$ cat config.mk
export PLATFORM = sky130hd
export DESIGN_NAME = vrst_ctrl
export DESIGN_NICKNAME = d
export VERILOG_FILES = /design/src/hw/rtl/vrst_pkg.sv /design/src/hw/rtl/vrst_ctrl.sv
export SDC_FILE = /design/constraint.sdc
export NUM_CORES = 1
export LEC_CHECK = 0
export ABC_AREA = 1
export BUFFER_PORTS_ARGS = -buffer_cell sky130_fd_sc_hd__buf_2
export CORE_UTILIZATION = 40
export DETAILED_ROUTE_END_ITERATION = 7
export PLACE_DENSITY = 0.74
export SETUP_SLACK_MARGIN = 0.02
export SLEW_MARGIN = 20
export SYNTH_ARGS = -nofsm -noshare
export SYNTH_HDL_FRONTEND = slang
export SYNTH_SLANG_ARGS = --single-unit
$ cat constraint.sdc
create_clock -name clk -period 1.5 [get_ports clk]
set_clock_uncertainty 0.2 [all_clocks]
set_input_delay 0.075 -clock clk [delete_from_list [all_inputs] [get_ports clk]]
set_output_delay 0.075 -clock clk [all_outputs]
set_load 0.1 [all_outputs]
$ cat src/hw/rtl/vrst_pkg.sv
// Shared types, widths and codes of the voxel ray segment tracer.
`default_nettype none
package vrst_pkg;

	localparam int BINS_DEF  = 16;
	localparam int COORD_W   = 24;
	localparam int BIN_W     = 16;
	localparam int IDX_W     = 4;
	localparam int CHORD_W   = 25;
	localparam int CFG_IDX_W = 3;
	localparam int IN_W      = 6 * COORD_W;
	localparam int OUT_W     = 40;
	localparam int DIV_W     = 24;
	localparam int QUOT_W    = 32;
	localparam int DIV_STEP  = 4;
	localparam int SQ_W      = 50;
	localparam int LEN_W     = 25;
	localparam int MUL_W     = 25;
	localparam int POS_W     = 26;
	localparam int T_W       = 33;
	localparam int MAX_RES   = 46;
	localparam int CNT_W     = 6;

	localparam logic [CFG_IDX_W-1:0] REG_ORIGIN_X = 3'd0;
	localparam logic [CFG_IDX_W-1:0] REG_ORIGIN_Y = 3'd1;
	localparam logic [CFG_IDX_W-1:0] REG_ORIGIN_Z = 3'd2;
	localparam logic [CFG_IDX_W-1:0] REG_BIN_X    = 3'd3;
	localparam logic [CFG_IDX_W-1:0] REG_BIN_Y    = 3'd4;
	localparam logic [CFG_IDX_W-1:0] REG_BIN_Z    = 3'd5;

	localparam logic [1:0] AX_X = 2'd0;
	localparam logic [1:0] AX_Z = 2'd2;
	localparam logic [2:0] JOB_FIRST = 3'd0;
	localparam logic [2:0] JOB_LAST  = 3'd5;

	typedef enum logic [4:0] {
		ST_IDLE, ST_SETUP, ST_SQ_MUL, ST_SQ_ADD, ST_DIV_LOAD, ST_DIV_WAIT, ST_INIT,
		ST_NUM, ST_CMP_MUL, ST_CMP_UPD, ST_PICK, ST_T_LOAD, ST_T_WAIT, ST_T_FIX,
		ST_CH_MUL, ST_CH_SUM, ST_EMIT, ST_ADV, ST_FLUSH
	} vrst_state_t;

	typedef struct packed {
		logic       load;
		logic       setup;
		logic       sq_mul;
		logic       sq_add;
		logic       sqrt_start;
		logic       div_bin;
		logic       div_t;
		logic       div_store;
		logic       init;
		logic       num;
		logic       cmp_mul;
		logic       cmp_upd;
		logic       set_final;
		logic       t_fix;
		logic       ch_mul;
		logic       ch_sum;
		logic       push;
		logic       adv;
		logic       flush;
		logic [1:0] ax;
		logic [2:0] job;
	} vrst_cmd_t;

	typedef struct packed {
		logic sqrt_busy;
		logic div_busy;
		logic div_done;
		logic best_valid;
		logic emit_ok;
		logic pend_valid;
		logic out_free;
	} vrst_stat_t;

endpackage
`default_nettype wire

$ cat src/hw/rtl/vrst_ctrl.sv
// Tracer sequencer: steps setup, floor divisions, crossing walk and result flush.
`default_nettype none
module vrst_ctrl (
	input  wire logic                 clk,
	input  wire logic                 arst_n,
	input  wire logic                 in_valid,
	output logic                      in_ready,
	output vrst_pkg::vrst_cmd_t       cmd,
	input  wire vrst_pkg::vrst_stat_t stat
);
	import vrst_pkg::*;

	vrst_state_t state_q, state_d;
	logic [1:0]  ax_q;
	logic [2:0]  job_q;
	logic        final_q;

	always_comb begin
		state_d = state_q;
		case (state_q)
			ST_IDLE:     if (in_valid) state_d = ST_SETUP;
			ST_SETUP:    state_d = ST_SQ_MUL;
			ST_SQ_MUL:   state_d = ST_SQ_ADD;
			ST_SQ_ADD:   state_d = (ax_q == AX_Z) ? ST_DIV_LOAD : ST_SQ_MUL;
			ST_DIV_LOAD: state_d = ST_DIV_WAIT;
			ST_DIV_WAIT: if (stat.div_done) state_d = (job_q == JOB_LAST) ? ST_INIT : ST_DIV_LOAD;
			ST_INIT:     if (!stat.sqrt_busy) state_d = ST_NUM;
			ST_NUM:      state_d = ST_CMP_MUL;
			ST_CMP_MUL:  state_d = ST_CMP_UPD;
			ST_CMP_UPD:  state_d = (ax_q == AX_Z) ? ST_PICK : ST_CMP_MUL;
			ST_PICK:     state_d = stat.best_valid ? ST_T_LOAD : ST_CH_MUL;
			ST_T_LOAD:   state_d = ST_T_WAIT;
			ST_T_WAIT:   if (stat.div_done) state_d = ST_T_FIX;
			ST_T_FIX:    state_d = ST_CH_MUL;
			ST_CH_MUL:   state_d = ST_CH_SUM;
			ST_CH_SUM:   state_d = ST_EMIT;
			ST_EMIT: begin
				// a pending result can only move on when the output register frees up
				if (!(stat.emit_ok && stat.pend_valid && !stat.out_free))
					state_d = final_q ? ST_FLUSH : ST_ADV;
			end
			ST_ADV:      state_d = ST_NUM;
			ST_FLUSH:    if (stat.out_free) state_d = ST_IDLE;
			default:     state_d = ST_IDLE;
		endcase
	end

	always_comb begin
		cmd = '0;
		cmd.ax = ax_q;
		cmd.job = job_q;
		in_ready = 1'b0;
		case (state_q)
			ST_IDLE: begin
				in_ready = 1'b1;
				cmd.load = in_valid;
			end
			ST_SETUP:    cmd.setup = 1'b1;
			ST_SQ_MUL:   cmd.sq_mul = 1'b1;
			ST_SQ_ADD: begin
				cmd.sq_add = 1'b1;
				cmd.sqrt_start = (ax_q == AX_Z);
			end
			ST_DIV_LOAD: cmd.div_bin = 1'b1;
			ST_DIV_WAIT: cmd.div_store = stat.div_done;
			ST_INIT:     cmd.init = !stat.sqrt_busy;
			ST_NUM:      cmd.num = 1'b1;
			ST_CMP_MUL:  cmd.cmp_mul = 1'b1;
			ST_CMP_UPD:  cmd.cmp_upd = 1'b1;
			ST_PICK:     cmd.set_final = !stat.best_valid;
			ST_T_LOAD:   cmd.div_t = 1'b1;
			ST_T_WAIT:   ;
			ST_T_FIX:    cmd.t_fix = 1'b1;
			ST_CH_MUL:   cmd.ch_mul = 1'b1;
			ST_CH_SUM:   cmd.ch_sum = 1'b1;
			ST_EMIT:     cmd.push = stat.emit_ok && (!stat.pend_valid || stat.out_free);
			ST_ADV:      cmd.adv = 1'b1;
			ST_FLUSH:    cmd.flush = stat.out_free;
			default:     ;
		endcase
	end

	always_ff @(posedge clk or negedge arst_n) begin
		if (!arst_n) begin
			state_q <= ST_IDLE;
			ax_q <= AX_X;
			job_q <= JOB_FIRST;
			final_q <= 1'b0;
		end else begin
			state_q <= state_d;
			case (state_q)
				ST_SETUP:   ax_q <= AX_X;
				ST_SQ_ADD: begin
					ax_q <= ax_q + 2'd1;
					job_q <= JOB_FIRST;
				end
				ST_DIV_WAIT: if (stat.div_done) job_q <= job_q + 3'd1;
				ST_INIT:    final_q <= 1'b0;
				ST_NUM:     ax_q <= AX_X;
				ST_CMP_UPD: ax_q <= ax_q + 2'd1;
				ST_PICK:    final_q <= !stat.best_valid;
				default:    ;
			endcase
		end
	end

`ifndef SYNTHESIS
	a_push_room: assert property (@(posedge clk) disable iff (!arst_n)
		(cmd.push && stat.pend_valid) |-> stat.out_free)
		else $error("result pushed into a full output register");
	a_div_idle: assert property (@(posedge clk) disable iff (!arst_n)
		(cmd.div_bin || cmd.div_t) |-> !stat.div_busy)
		else $error("divider restarted while busy");
	a_div_expected: assert property (@(posedge clk) disable iff (!arst_n)
		stat.div_done |-> (state_q == ST_DIV_WAIT || state_q == ST_T_WAIT))
		else $error("divider finished outside a wait state");
	a_flush_ends: assert property (@(posedge clk) disable iff (!arst_n)
		cmd.flush |=> in_ready)
		else $error("segment not closed after flush");
`endif

endmodule
`default_nettype wire

==> results.toml, run 1 <==
[clock_tree]
post_cts.repair.setup_buffers = 27
max-clock-path-buffers = 2
number_of_sinks_on_the_clock_net = 11
clock-root-buffer = "sky130_fd_sc_hd__clkbuf_4"
ctsResizeCount = 41
ctsHtreeMaxLevel = 1
holdBufCountCts = 2
numCtsBuffers = 3

[synth]
synth_adder_area_share = 0.0386
synth_top_cell_by_area = "sky130_fd_sc_hd__dfrtp_1"
yosys.area.top_type_share = 0.283
yosys-top-cells-area = "sky130_fd_sc_hd__dfrtp_1, sky130_fd_sc_hd__nand2_1, sky130_fd_sc_hd__inv_1, sky130_fd_sc_hd__nand3_1, sky130_fd_sc_hd__nor2_1"
syn-num-nets = 173
synth_simple_gate_area_frac = 0.468
seq_area_frac_synth = 0.283
synthCells = 160
postSynthRegisterBits = 11
synth_top_family_by_area = "simple AND/OR/NAND/NOR gates"
synth.area.mux_share = 0
area_fraction_in_compound_gates_after_synthesis = 0.0591
syn-cell-area_um2 = 973
yosys_warnings = 0
netlist-cell-type-count = 23
syn_area_per_cell_um2 = 6.08
synthXorXnorAreaFrac = 0.00900

[outcome]
outcome = "aborted with a tool error"
lastStage = "clock tree synthesis (4_1_cts)"
stop_error = "[ERROR DPL-0038] Utilization greater than 100%, impossible to legalize"

[placement]
io_buffer_count = 33
detail_placement_hpwl_um = 3310
place.detailed.instances = 250
gpl.final_weighted_congestion = 0.886
dpl_worst_slack_ns = -0.210

[die]
start_util = 0.432
die_w_um = 51.3
die_y_um = 51.3
rows = 17
io_pins = 35
synthesized netlist by cell type, drive strengths merged:
library cell and n:
ha 3, nand3b 1, nand2 44, o31ai 1
nor4 2, a21oi 1, o22ai 2, nand4 1
dfrtp 11, inv 33, a211oi 1, nor3 7
buf 2, xor2 1, nor2 25, o21ai 5
nand3 20
logic make-up after synthesis:
family                   after synthesis
buffers and inverters                 35
flip-flops                            11
AO/OA/AOI/OAI                         10
XOR/XNOR                               1
adder cells (fa/ha/maj)                3
AND/OR/NAND/NOR                      100
per-stage QoR:
stage | instance area, um2 | TNS, ns
detailed placement | 1970 | -2.24
floorplan | 1260 | -3.86
global placement | 1970 | -0.760
==> run 2: changes to the inputs <==
--- a/config.mk
+++ b/config.mk
@@ -7,10 +7,9 @@
 export LEC_CHECK = 0
 export ABC_AREA = 1
 export BUFFER_PORTS_ARGS = -buffer_cell sky130_fd_sc_hd__buf_2
-export CORE_UTILIZATION = 40
+export CORE_UTILIZATION = 25
 export DETAILED_ROUTE_END_ITERATION = 7
-export PLACE_DENSITY = 0.74
-export SETUP_SLACK_MARGIN = 0.02
+export PLACE_DENSITY_LB_ADDON = 0.15
 export SLEW_MARGIN = 20
 export SYNTH_ARGS = -nofsm -noshare
 export SYNTH_HDL_FRONTEND = slang
==> constraint.sdc (replaced) <==
create_clock -name clk -period 2 [get_ports clk]
set_clock_uncertainty 0.2 [all_clocks]
set_input_delay 0.1 -clock clk [delete_from_list [all_inputs] [get_ports clk]]
set_output_delay 0.1 -clock clk [all_outputs]
set_load 0.1 [all_outputs]
==> results.toml, run 2 <==
[power]
p_switching_mw = 1.74
power.share.clock = 0.084
p_int_mw = 1.05
power.density_mw_per_mm2 = 1680
p_sw_frac = 0.624
seq_power_share = 0.156
power.static_leakage_nw = 0.881
pwr-share-comb = 0.760
ir_drop_mv = 1.01

[global_routing]
grt_first_pass_wirelength_um = 4900
maximum_number_of_pins_on_one_net_before_global_route_repair = 12
antenna_found_initial = 0
first_global_vias = 1128
global_route.usage.total = 0.149
global_route.overflow_total = 0

[synth]
seq_area_frac_synth = 0.283
netlist-cell-type-count = 23
synth-edff-count = 0
yosys.area.top_type_share = 0.283
synth-async-reset-ratio = 1.00
yosys_warnings = 0
synthCells = 160
yosys-top-cells-area = "sky130_fd_sc_hd__dfrtp_1, sky130_fd_sc_hd__nand2_1, sky130_fd_sc_hd__inv_1, sky130_fd_sc_hd__nand3_1, sky130_fd_sc_hd__nor2_1"
syn_area_per_cell_um2 = 6.08
postSynthRegisterBits = 11
yosys-top-cells-count = "sky130_fd_sc_hd__nand2_1, sky130_fd_sc_hd__inv_1, sky130_fd_sc_hd__nor2_1"
syn-num-nets = 173
synth_ff_type = "sky130_fd_sc_hd__dfrtp_1"
syn-cell-area_um2 = 973
synth.most_common_cell = "sky130_fd_sc_hd__nand2_1"
synth_top_cell_by_area = "sky130_fd_sc_hd__dfrtp_1"

[layout]
layout.cells.most_common_list = "sky130_fd_sc_hd__nand2_1, sky130_fd_sc_hd__inv_1, sky130_fd_sc_hd__nand3_1, sky130_fd_sc_hd__buf_12, sky130_fd_sc_hd__nor2_1"
insertedDiodeCount = 0
area.sequential_um2 = 282
mostFrequentLayoutCell = "sky130_fd_sc_hd__nand2_1"
reg_top3 = "state_q x5, job_q x3, ax_q x2"
largest_register_ffs = 5
num-nets-final = 214
footprint_of_the_multi_input_gates_um2 = 656
count_of_fill_cells_added_during_filler_insertion = 398
layout_area_growth_over_synthesis_pct = 71.3
layoutNonFillerInstCount = 248
largest_register = "state_q"
post_route_cells_drive_above_1_share = 0.380

[routing]
detailedRoute.firstPassIterationCount = 4
remaining_antenna_violation_count = 0
vias_post_dr = 1141
postRouteWirelength_um = 2920
via_per_inst = 4.60
drt_iter0_drc = 41
post-route-drc-count = 0
drt-wirelength-per-cell_um = 11.8

[critical_path]
worst_setup_path_start_kind = "flop"
worst_setup_path_end_kind = "output port"
register_to_register_path_depth = 8
worst-path-buf-inv = 4
worst_path_largest_cell_delay_ns = 0.45
crit_fanout = 6
crit_chain = "inv_2 -> nand2_2 -> inv_2 -> nand3_1 -> inv_1 -> buf_2"
crit_path_frequent_cell = "sky130_fd_sc_hd__inv_2"
critical_path_depth = 6
path_class = "flop to output port"
cp_slowest_cell = "sky130_fd_sc_hd__dfrtp_1"
crit_family = "buffers and inverters"
worst-endpoint-required_ns = 1.70
worstPathArrival_ns = 1.60

[outcome]
outcome = "completed"

[sta]
timing.final.crit_share = 0.952
rsz0062_at_grt = "yes"
fin_hold_ws_ns = 0.0116
highest_clock_rate_mhz = 525
timing.max_slew.rel_slack = 0.679
finalSetupViolations = 0
final_critical_delay_including_setup_and_external_delays_ns = 1.90
timing_worst_slew_pin_value_ns = 0.484
final_max_slew_viol_count = 0
timing_hold_violations_final = 0

[hold_path]
worstHoldPathCells = 4
type_of_the_most_critical_hold_path = "input port to flop"

[clock_tree]
ctsHtreeMaxLevel = 1
numCtsBuffers = 3
tritoncts = "done"
clk_transition_reported_paths_ns = 0.06
number_of_sinks_on_the_clock_net = 11
clock_network_latency_to_the_later_pin_of_the_worst_skew_pair_ns = 0.25
clock-root-buffer = "sky130_fd_sc_hd__clkbuf_8"
max-clock-path-buffers = 2

[die]
die_y_um = 64.4
die_w_um = 64.4
io_pins = 35
rows = 22
dieArea_mm2 = 0.00415
start_util = 0.264
placeableCoreArea_mm2 = 0.00369

[placement]
io_buffer_count = 33
place.detailed.instances = 241
detail_placement_hpwl_um = 2340
gpl.final_weighted_congestion = 0.866

[job]
max_cap_viol_count = 0
[run 2: cell counts after synthesis]
No cell type changed its count.
[run 2: final timing paths]
check / from / end / slack (ns)
worst max-delay path: state_q[3]$_DFFE_PN0P_ / cmd[18] / 0.1
worst min register to register: job_q[0]$_DFFE_PN0P_ / job_q[0]$_DFFE_PN0P_ / 0.37
min in group asynchronous: arst_n / final_q$_DFFE_PN0P_ / 0.06
max in group asynchronous: arst_n / job_q[1]$_DFFE_PN0P_ / 1.30
worst min-delay path: stat[3] / final_q$_DFFE_PN0P_ / 0.01
worst max register to register: state_q[1]$_DFFE_PN0P_ / state_q[1]$_DFFE_PN0P_ / 0.35
[run 2: power groups by stage]
| stage | sequential (mW) | combinational [mW] | clock [mW] |
|---|---|---|---|
| after floorplan | 0.671 | 1.29 | 0 |
| after global placement | 0.429 | 2.07 | 0 |
| after detailed placement | 0.432 | 2.08 | 0 |
| after CTS | 0.435 | 2.09 | 0.240 |
| after global routing | 0.455 | 2.26 | 0.253 |
| final | 0.436 | 2.12 | 0.236 |
[run 2: cells by family (layout without fill, tap and decap cells)]
group / Yosys count / after routing / synth area share
AND/OR/NAND/NOR: 100 / 100 / 0.468
XOR/XNOR: 1 / 1 / 0.00900
adder cells (fa/ha/maj): 3 / 3 / 0.0386
buffers and inverters: 35 / 75 / 0.143
AO/OA/AOI/OAI: 10 / 10 / 0.0591
flip-flops: 11 / 11 / 0.283
[run 2: layer usage]
layer	GRT usage	part of all wire	up-vias
met2	0.258	0.49	34
met1	0.195	0.45	525
li1	-	-	580
met5	0	0	-
met4	0.0250	0.0027	0
met3	0.0250	0.056	2
[run 2: final cells by class]
type                    count  area share
multi-input cells         114       0.393
flip-flops and latches     11       0.169
clock buffers               3      0.0248
repair buffers             38       0.296
well taps                  48      0.0360
inverters                  33      0.0788
clock inverters             1     0.00300
[run 2: worst min-delay path: stages]
cell and delay (ns):
sky130_fd_sc_hd__buf_2 0.10, sky130_fd_sc_hd__inv_1 0.04, sky130_fd_sc_hd__nand2_1 0.09, sky130_fd_sc_hd__o31ai_1 0.08
[run 2: timing repair]
item / in CTS / in global routing
setup endpoints to repair: 1 / 4
hold buffers: 2 / 0
setup buffers: 0 / 1
endpoints found under the hold margin: 12 / 0
resized for setup: 1 / 5
pin swaps: 0 / 1
[run 2: metrics by stage]
stage | cell area [um2] | util | power, mW | setup slack (ns) | setup TNS (ns)
finish | 1670 | 0.452 | 2.79 | 0.0952 | 0
detailed placement | 1580 | 0.428 | 2.51 | 0.237 | 0
floorplan | 1070 | - | 1.96 | -0.332 | -0.768
CTS | 1650 | 0.446 | 2.76 | 0.0271 | 0
global placement | 1580 | 0.428 | 2.50 | 0.283 | 0
global route | 1670 | 0.452 | 2.97 | -0.00425 | -0.00965
No activity file was read; power rests on OpenSTA's default activity.
